### src/design/lpr_pkg.sv
// ----------------------------------------------------------------------------
// lpr_pkg: shared types and constants of the LRU page replacement table
// Frame count, field widths, the search record that walks the cell row and
// the update word broadcast to the cells.
// ----------------------------------------------------------------------------
package lpr_pkg;

  // built frame count and page tag width
  localparam int unsigned FRAMES    = 16;
  localparam int unsigned PAGE_BITS = 16;

  // fixed field widths of the stream and config ports and of the use stamp
  localparam int unsigned CFG_W   = 5;
  localparam int unsigned PAGE_W  = 16;
  localparam int unsigned SLOT_W  = 4;
  localparam int unsigned STAMP_W = 32;
  localparam int unsigned FCNT_W  = 32;

  // derived widths
  localparam int unsigned IDX_W = (FRAMES > 1) ? $clog2(FRAMES) : 1;
  localparam int unsigned CNT_W = $clog2(FRAMES + 1);
  localparam int unsigned CMP_W = (CFG_W > CNT_W) ? CFG_W : CNT_W;

  localparam logic [CFG_W-1:0]   FRAMES_RST = CFG_W'(4);
  localparam logic [STAMP_W-1:0] STAMP_MAX  = '1;
  localparam logic [FCNT_W-1:0]  FCNT_MAX   = '1;

  // search record handed from cell to cell
  typedef struct packed {
    logic                 tok;        // record is live in this stage
    logic                 hit;
    logic [IDX_W-1:0]     hit_idx;
    logic                 empty;
    logic [IDX_W-1:0]     empty_idx;
    logic                 has_min;
    logic [IDX_W-1:0]     min_idx;
    logic [STAMP_W-1:0]   min_stamp;
    logic [PAGE_BITS-1:0] min_page;
  } search_t;

  // frame update broadcast to all cells
  typedef struct packed {
    logic                 we;         // write stamp of frame idx
    logic                 fill;       // also load page and set valid
    logic [IDX_W-1:0]     idx;
    logic [PAGE_BITS-1:0] page;
    logic [STAMP_W-1:0]   stamp;
  } update_t;

endpackage

### src/design/lpr_cell.sv
// ----------------------------------------------------------------------------
// lpr_cell: one frame of the LRU table
// Holds one page tag, its valid bit and its use stamp, and folds its frame
// into the search record that passes through it one stage per cycle.
// ----------------------------------------------------------------------------
module lpr_cell (
  input  logic                          clk_i,
  input  logic                          rst_ni,
  input  logic [lpr_pkg::IDX_W-1:0]     idx_i,      // position in the row
  input  logic [lpr_pkg::CNT_W-1:0]     n_i,        // frames in effect
  input  logic [lpr_pkg::PAGE_BITS-1:0] query_i,    // page being looked up
  input  logic                          clr_i,      // drop all frames
  input  lpr_pkg::update_t              upd_i,
  input  lpr_pkg::search_t              carry_i,
  output lpr_pkg::search_t              carry_o
);

  logic [lpr_pkg::PAGE_BITS-1:0] page_q;
  logic                          valid_q;
  logic [lpr_pkg::STAMP_W-1:0]   stamp_q;
  logic                          tok_q;
  lpr_pkg::search_t              rec_q, rec_d;
  logic                          active;
  logic                          sel;

  assign active = (lpr_pkg::CNT_W'(idx_i) < n_i);
  assign sel    = upd_i.we && (upd_i.idx == idx_i);

  // frame valid bit
  always_ff @(posedge clk_i or negedge rst_ni) begin
    if (!rst_ni) begin
      valid_q <= 1'b0;
    end else if (clr_i) begin
      valid_q <= 1'b0;
    end else if (sel && upd_i.fill) begin
      valid_q <= 1'b1;
    end
  end

  // frame tag and use stamp
  always_ff @(posedge clk_i) begin
    if (sel) begin
      stamp_q <= upd_i.stamp;
      if (upd_i.fill) begin
        page_q <= upd_i.page;
      end
    end
  end

  // fold this frame into the passing record
  always_comb begin
    rec_d = carry_i;
    if (active) begin
      if (!carry_i.hit && valid_q && (page_q == query_i)) begin
        rec_d.hit     = 1'b1;
        rec_d.hit_idx = idx_i;
      end
      if (!carry_i.empty && !valid_q) begin
        rec_d.empty     = 1'b1;
        rec_d.empty_idx = idx_i;
      end
      // strict compare keeps the lowest index on ties
      if (!carry_i.has_min || (stamp_q < carry_i.min_stamp)) begin
        rec_d.has_min   = 1'b1;
        rec_d.min_idx   = idx_i;
        rec_d.min_stamp = stamp_q;
        rec_d.min_page  = page_q;
      end
    end
  end

  // token moves every cycle, record loads only with the token
  always_ff @(posedge clk_i or negedge rst_ni) begin
    if (!rst_ni) begin
      tok_q <= 1'b0;
    end else begin
      tok_q <= carry_i.tok;
    end
  end

  always_ff @(posedge clk_i) begin
    if (carry_i.tok) begin
      rec_q <= rec_d;
    end
  end

  always_comb begin
    carry_o     = rec_q;
    carry_o.tok = tok_q;
  end

endmodule

### src/design/lru_page_replacement.sv
// ----------------------------------------------------------------------------
// lru_page_replacement: fully associative LRU frame table
// A row of frame cells is searched by a record that walks the row one cell
// per cycle; the outcome is written back to one frame and reported.
// ----------------------------------------------------------------------------
//  channel      direction  payload
//  s_axis       in         tdata: page_number; tuser: start_new
//  m_axis       out        tdata: slot, evicted_page, fault_count;
//                          tuser: hit, evicted_valid
//  cfg          in         frames_in_use
//
// After the input transfer a launch register starts the search record, the
// record walks the cell row, the sequencer sees it leave the last cell, and
// the outcome is written back and registered as the result. The next input
// is taken once the sequencer is back in idle after that write-back.
// A result not yet taken holds the next write-back until it leaves.
// Reset empties every frame and sets frames_in_use to 4.
// ----------------------------------------------------------------------------
module lru_page_replacement (
  input  logic        clk_i,
  input  logic        rst_ni,
  // access in: tdata[15:0] page_number
  input  logic        s_axis_tvalid_i,
  output logic        s_axis_tready_o,
  input  logic [15:0] s_axis_tdata_i,
  // tuser[0] start_new
  input  logic [0:0]  s_axis_tuser_i,
  // result out
  output logic        m_axis_tvalid_o,
  input  logic        m_axis_tready_i,
  // tdata[3:0] slot, [19:4] evicted_page, [51:20] fault_count, [55:52] zero
  output logic [55:0] m_axis_tdata_o,
  // tuser[0] hit, [1] evicted_valid
  output logic [1:0]  m_axis_tuser_o,
  // frame count register
  input  logic        cfg_valid_i,
  output logic        cfg_ready_o,
  input  logic [4:0]  cfg_data_i
);

  localparam logic [1:0] S_IDLE = 2'd0;
  localparam logic [1:0] S_RUN  = 2'd1;
  localparam logic [1:0] S_DONE = 2'd2;

  logic [1:0]                           state_q, state_d;
  logic                                 launch_q;
  logic [lpr_pkg::CFG_W-1:0]            frames_q;
  logic [lpr_pkg::PAGE_BITS-1:0]        query_q;
  logic [lpr_pkg::STAMP_W-1:0]          clock_q;
  logic [lpr_pkg::FCNT_W-1:0]           faults_q;
  logic                                 out_valid_q;
  logic [55:0]                          out_data_q;
  logic [1:0]                           out_user_q;

  logic                                 in_xfer;
  logic                                 clr;
  logic                                 out_free;
  logic                                 finish;
  logic [lpr_pkg::CNT_W-1:0]            n_eff;
  logic [31:0]                          page_wide;
  lpr_pkg::search_t                     chain [lpr_pkg::FRAMES+1];
  lpr_pkg::search_t                     res;
  lpr_pkg::update_t                     upd;
  logic [lpr_pkg::STAMP_W-1:0]          clock_nx;
  logic [lpr_pkg::FCNT_W-1:0]           faults_nx;
  logic [lpr_pkg::IDX_W-1:0]            pos;
  logic                                 ev_valid;
  logic [31:0]                          ev_page_wide;
  logic [31:0]                          pos_wide;

  assign in_xfer         = s_axis_tvalid_i && s_axis_tready_o;
  assign s_axis_tready_o = (state_q == S_IDLE);
  assign cfg_ready_o     = 1'b1;
  assign clr             = in_xfer && s_axis_tuser_i[0];
  assign out_free        = !out_valid_q || m_axis_tready_i;
  assign finish          = (state_q == S_DONE) && out_free;
  assign page_wide       = 32'(s_axis_tdata_i);

  // clamp the frame count into 1..FRAMES
  always_comb begin
    if (frames_q == '0) begin
      n_eff = lpr_pkg::CNT_W'(1);
    end else if (lpr_pkg::CMP_W'(frames_q) > lpr_pkg::CMP_W'(lpr_pkg::FRAMES)) begin
      n_eff = lpr_pkg::CNT_W'(lpr_pkg::FRAMES);
    end else begin
      n_eff = lpr_pkg::CNT_W'(frames_q);
    end
  end

  // frame count register
  always_ff @(posedge clk_i or negedge rst_ni) begin
    if (!rst_ni) begin
      frames_q <= lpr_pkg::FRAMES_RST;
    end else if (cfg_valid_i && cfg_ready_o) begin
      frames_q <= cfg_data_i;
    end
  end

  // sequencer
  always_comb begin
    state_d = state_q;
    case (state_q)
      S_IDLE: if (in_xfer) state_d = S_RUN;
      S_RUN:  if (chain[lpr_pkg::FRAMES].tok) state_d = S_DONE;
      S_DONE: if (out_free) state_d = S_IDLE;
      default: state_d = S_IDLE;
    endcase
  end

  always_ff @(posedge clk_i or negedge rst_ni) begin
    if (!rst_ni) begin
      state_q  <= S_IDLE;
      launch_q <= 1'b0;
    end else begin
      state_q  <= state_d;
      launch_q <= in_xfer;
    end
  end

  // query tag capture
  always_ff @(posedge clk_i) begin
    if (in_xfer) begin
      query_q <= page_wide[lpr_pkg::PAGE_BITS-1:0];
    end
  end

  // empty search record enters the first cell
  always_comb begin
    chain[0]     = '0;
    chain[0].tok = launch_q;
  end

  // cell row
  for (genvar k = 0; k < lpr_pkg::FRAMES; k++) begin : g_cell
    lpr_cell u_cell (
      .clk_i   (clk_i),
      .rst_ni  (rst_ni),
      .idx_i   (lpr_pkg::IDX_W'(k)),
      .n_i     (n_eff),
      .query_i (query_q),
      .clr_i   (clr),
      .upd_i   (upd),
      .carry_i (chain[k]),
      .carry_o (chain[k+1])
    );
  end

  // pick the frame from the finished record
  assign res      = chain[lpr_pkg::FRAMES];
  assign clock_nx = (clock_q == lpr_pkg::STAMP_MAX) ? clock_q : clock_q + 1'b1;

  always_comb begin
    ev_valid  = 1'b0;
    faults_nx = faults_q;
    if (res.hit) begin
      pos = res.hit_idx;
    end else if (res.empty) begin
      pos = res.empty_idx;
    end else begin
      pos      = res.min_idx;
      ev_valid = 1'b1;
    end
    if (!res.hit && (faults_q != lpr_pkg::FCNT_MAX)) begin
      faults_nx = faults_q + 1'b1;
    end
  end

  assign ev_page_wide = ev_valid ? 32'(res.min_page) : 32'd0;
  assign pos_wide     = 32'(pos);

  // write-back to the chosen frame
  always_comb begin
    upd.we    = finish;
    upd.fill  = !res.hit;
    upd.idx   = pos;
    upd.page  = query_q;
    upd.stamp = clock_nx;
  end

  // access clock and fault count
  always_ff @(posedge clk_i or negedge rst_ni) begin
    if (!rst_ni) begin
      clock_q  <= '0;
      faults_q <= '0;
    end else if (clr) begin
      clock_q  <= '0;
      faults_q <= '0;
    end else if (finish) begin
      clock_q  <= clock_nx;
      faults_q <= faults_nx;
    end
  end

  // result register
  always_ff @(posedge clk_i or negedge rst_ni) begin
    if (!rst_ni) begin
      out_valid_q <= 1'b0;
    end else if (finish) begin
      out_valid_q <= 1'b1;
    end else if (m_axis_tready_i) begin
      out_valid_q <= 1'b0;
    end
  end

  always_ff @(posedge clk_i) begin
    if (finish) begin
      out_data_q <= {4'd0, faults_nx, ev_page_wide[15:0], pos_wide[3:0]};
      out_user_q <= {ev_valid, res.hit};
    end
  end

  assign m_axis_tvalid_o = out_valid_q;
  assign m_axis_tdata_o  = out_data_q;
  assign m_axis_tuser_o  = out_user_q;

endmodule

### config.mk
export PLATFORM = sky130hd
export DESIGN_NAME = lru_page_replacement
export DESIGN_NICKNAME = d
export VERILOG_FILES = /design/src/design/lpr_pkg.sv /design/src/design/lpr_cell.sv /design/src/design/lru_page_replacement.sv
export SDC_FILE = /design/constraint.sdc
export NUM_CORES = 2
export LEC_CHECK = 0
export BUFFER_PORTS_ARGS = -buffer_cell sky130_fd_sc_hd__buf_2
export CORE_MARGIN = 2
export CORE_UTILIZATION = 35
export CTS_CLUSTER_SIZE = 8
export DETAILED_ROUTE_END_ITERATION = 10
export GPL_TIMING_DRIVEN = 0
export PLACE_DENSITY = 0.51
export SLEW_MARGIN = 20
export SYNTH_ARGS = -nofsm -noshare
export SYNTH_HDL_FRONTEND = slang
export SYNTH_SLANG_ARGS = --single-unit
### constraint.sdc
create_clock -name clk_i -period 5.9 [get_ports clk_i]
set_input_delay 0.295 -clock clk_i [delete_from_list [all_inputs] [get_ports clk_i]]
set_output_delay 0.295 -clock clk_i [all_outputs]
set_load 0.01 [all_outputs]
==> results.yml <==
yosys:
  synthFlopType: "edfxtp_1"
  yosysSeqAreaShare_pct: 66.3
  synth_xor_xnor_area_share_pct: 3.31
  yosys-mux-area-fraction_pct: 8.70
  synth_area_per_cell_um2: 15.0
  async_reset_ff_share_pct: 5.61
  netlist_instances: 5604
  ys_types: 85
  synth_area_um2: 84000
  synth_top_family_by_area: "multiplexers"
  yosys.area_share.simple_pct: 6.29
  synth_compound_area_share_pct: 5.05
  synthAdderAreaFrac_pct: 6.95
  synth_edf_count: 1768
  synth_warnings: 0
  ys_seq_elements: 1873
placement:
  place_hpwl_um: 144000
  place_ws_ps: 1430
  gp_congestion: 0.838
  numPortBuffers: 82
floorplanning:
  die_y_um: 494
  dieArea_um2: 244000
  initial_utilization_pct: 35.3
  core_area_um2: 238000
  die_w_um: 494
  rows: 179
  boundaryPins: 88
power_and_ir_drop:
  combPwrFrac_pct: 7.0
  peakVddDrop_mv: 0.319
  switchingPower_uw: 7010
  p_sw_share_pct: 21.8
  finalPower_uw: 32100
  p_clk_share_pct: 44.7
  power_density_nw_per_um2: 326
  p_seq_share_pct: 48.3
  p_int_uw: 25100
  power_leakage_uw: 0.0365
worst_setup_path:
  max_stage_delay_ps: 840
  crit_fanout: 10
  crit_start: "g_cell[15].u_cell.carry_o[62]$_DFFE_PP_"
  worstPathArrival_ps: 5140
  crit_path_start_kind: "flip-flop"
  path_buf_inv: 3
  reg2reg_from: "g_cell[15].u_cell.carry_o[62]$_DFFE_PP_"
  cp_cell_sequence: "clkbuf_2 > nand2_1 > o21ai_1 > nand2b_1 > or2_2 > clkbuf_1 > nor3_2 > buf_4"
  cp-endpoint: "g_cell[2].u_cell.page_q[3]$_DFFE_PP_"
  reg2reg_to: "g_cell[2].u_cell.page_q[3]$_DFFE_PP_"
  cp_num_cells: 8
  cp-end-kind: "flip-flop"
  ff2ff_setup_slack_ps: 1330
  critPathKind: "flip-flop to flip-flop"
  rr_worst_depth: 8
  crit_slowest_cell: "edfxtp_1"
  critPathRequiredTime_ps: 6460
  critical_path.top_delay_family: "simple AND/OR/NAND/NOR gates"
global_route:
  antenna_found_initial: 3
  grtUsageTotal_pct: 15.6
  grt_pass1_wl_um: 290000
  grt_max_degree: 65
  grt_pass1_vias: 47689
  overflow: 0
clock_network:
  root_buffer: "clkbuf_16"
  clock_latency_ps: 900
  cts_tree: "built"
  clk_pin_slew_ps: 50
  cts_buffer_depth: 4
  cts_made_buffers: 284
  post-cts-setup-buffers: 0
  htree_levels: 5
  cts.sinks: 1873
worst_hold_path:
  worstHoldPathCells: 2
  min_path_type: "input port to flip-flop"
  hp-start: "s_axis_tdata_i[8]"
run:
  cap_viol_max_count: 0
timing:
  setup_viol: 0
  period_needed_ps: 4570
  whs_ps: 119
  hold_viol: 0
  min_period_over_period_pct: 77.5
  worst_slew_pin_slew_ps: 1330
  setup_slack_ps: 1330
  rsz0062_at_grt: "false"
  skew_ps: 57.1
  slew_violations: 0
  timing.fmax_mhz: 219
  max_slew_margin_pct: 10.5
finish:
  nFillCells: 21627
  multi_input_area_um2: 26100
  nNetsFinal: 6591
  area_delta_synth_final_pct: 17.3
  drive_gt1_share_pct: 22.5
  seq_area_um2: 55800
run_status:
  status: "complete, no violations"
detailed_routing:
  vias: 44857
  wl_per_cell_um: 20.3
  drt_iter0_drc: 2311
  drtAntennaViolNets: 0
  drc: 0
  first_pass_iters: 5
  via_per_inst: 4.78
  routed_wl_um: 190000
-- layer usage --
layer	vias to the layer above	share of wire [%]	routed length, µm	track usage [%]
li1	21894	-	-	-
met1	21853	45	86000	20.4
met2	720	48	91700	26.2
met3	390	3.4	6550	2.56
met4	0	3.2	6130	5.61
met5	-	0	0	0
-- cells in the final DEF, fill, tap and decap left out, types with 45 or more instances in the layout --
cell type,instances
nand3_1,73
or2_2,93
a21o_1,45
inv_1,480
o21ai_0,121
nand2_1,164
buf_2,144
clkbuf_16,292
nor4_1,48
and3_1,69
xor2_1,121
ha_1,467
dfrtp_1,88
nor2b_1,45
nand4_1,102
mux2_2,622
a21oi_1,168
nand2b_1,45
clkbuf_1,225
a221o_1,56
nor2_1,101
edfxtp_1,1768
xnor2_1,166
nor3_1,55
-- power by group through the flow --
stage          registers, µW  clock network (µW)  logic [µW]
2_1_floorplan          15800                   0        1370
3_5_place_dp           15800                   0        2270
4_1_cts                15500               14800        2310
6_report               15500               14400        2250
5_1_grt                15600               15300        2490
3_3_place_gp           15900                   0        1970
-- worst min-delay path by stage --
stage / to
2_1_floorplan: clock_q[0]$_DFFE_PN0P_
3_3_place_gp: faults_q[20]$_DFFE_PN0P_
5_1_grt: query_q[8]$_DFFE_PP_
4_1_cts: query_q[9]$_DFFE_PP_
6_report: query_q[8]$_DFFE_PP_
3_5_place_dp: g_cell[0].u_cell.tok_q$_DFF_PN0_
-- Yosys cell counts, drive strengths merged (7+ instances only) --
| master | instances | area (µm²) |
|---|---|---|
| nor2b | 45 | 282 |
| or3 | 13 | 81.3 |
| clkbuf | 138 | 518 |
| xnor2 | 185 | 1620 |
| a221o | 56 | 561 |
| a41oi | 7 | 61.3 |
| xor2 | 133 | 1160 |
| o21bai | 21 | 158 |
| and2 | 41 | 257 |
| a31oi | 40 | 250 |
| o21ai | 127 | 636 |
| nand4 | 103 | 651 |
| nand2 | 164 | 616 |
| and3 | 69 | 432 |
| and4 | 21 | 184 |
| or4 | 9 | 71.3 |
| a2bb2oi | 8 | 70.1 |
| nor3b | 13 | 97.6 |
| o21a | 29 | 218 |
| edfxtp | 1768 | 53100 |
| nor4 | 51 | 355 |
| buf | 89 | 509 |
| a21oi | 172 | 861 |
| mux2 | 646 | 7270 |
| a21o | 45 | 338 |
| a2111oi | 13 | 115 |
| nor2 | 117 | 439 |
| nand2b | 46 | 290 |
| ha | 467 | 5840 |
| nor3 | 76 | 412 |
| o31ai | 33 | 253 |
| or2 | 94 | 588 |
| a211oi | 29 | 238 |
| inv | 480 | 1800 |
| nand3 | 73 | 365 |
| dfrtp | 104 | 2600 |
-- cell type report --
cell class                      count  area share, %
Buffer                            227           1.07
Inverter                          481           1.83
Clock buffer                      394           7.80
Multi-Input combinational cell   3027           26.5
Clock inverter                      5         0.0736
Tap cell                         3167           4.02
Sequential cell                  1873           56.6
Timing Repair Buffer              203           2.13
Antenna cell                        3        0.00762
-- through the flow --
stage / cells / area, µm² / TNS [ps] / util [%]
CTS: 9376 / 98500 / 0 / 41.3
floorplan: 5608 / 84000 / 0 / -
global route: 9377 / 98500 / 0 / 41.4
detailed placement: 8948 / 90500 / 0 / 38.0
global placement: 8857 / 88400 / -125460 / 37.1
finish: 9380 / 98500 / 0 / 41.4
-- logic make-up (layout without fill, tap and decap cells) --
logic type	count (synthesis)	count (layout)
adder cells (fa/ha/maj)	467	467
buffers and inverters	708	1310
multiplexers	650	650
AND/OR/NAND/NOR	952	952
other	2	9
flip-flops	1873	1873
XOR/XNOR	318	318
AO/OA/AOI/OAI	634	634
-- registers in the layout (all words and copies together), names as in the netlist --
name,flops
m_axis_tvalid_o,1
clock_q,32
g_cell.u_cell.carry_o,930
g_cell.u_cell.valid_q,16
m_axis_tdata_o,52
state_q,2
query_q,16
frames_q,5
g_cell.u_cell.page_q,256
m_axis_tuser_o,2
faults_q,32
g_cell.u_cell.tok_q,16
launch_q,1
g_cell.u_cell.stamp_q,512
-- timing repair --
action	4_1_cts	5_1_grt
resized for setup	0	0
endpoints found under the setup margin	0	0
hold endpoints to repair	134	0
hold buffers	29	0
No activity file was read; power rests on OpenSTA's default activity.
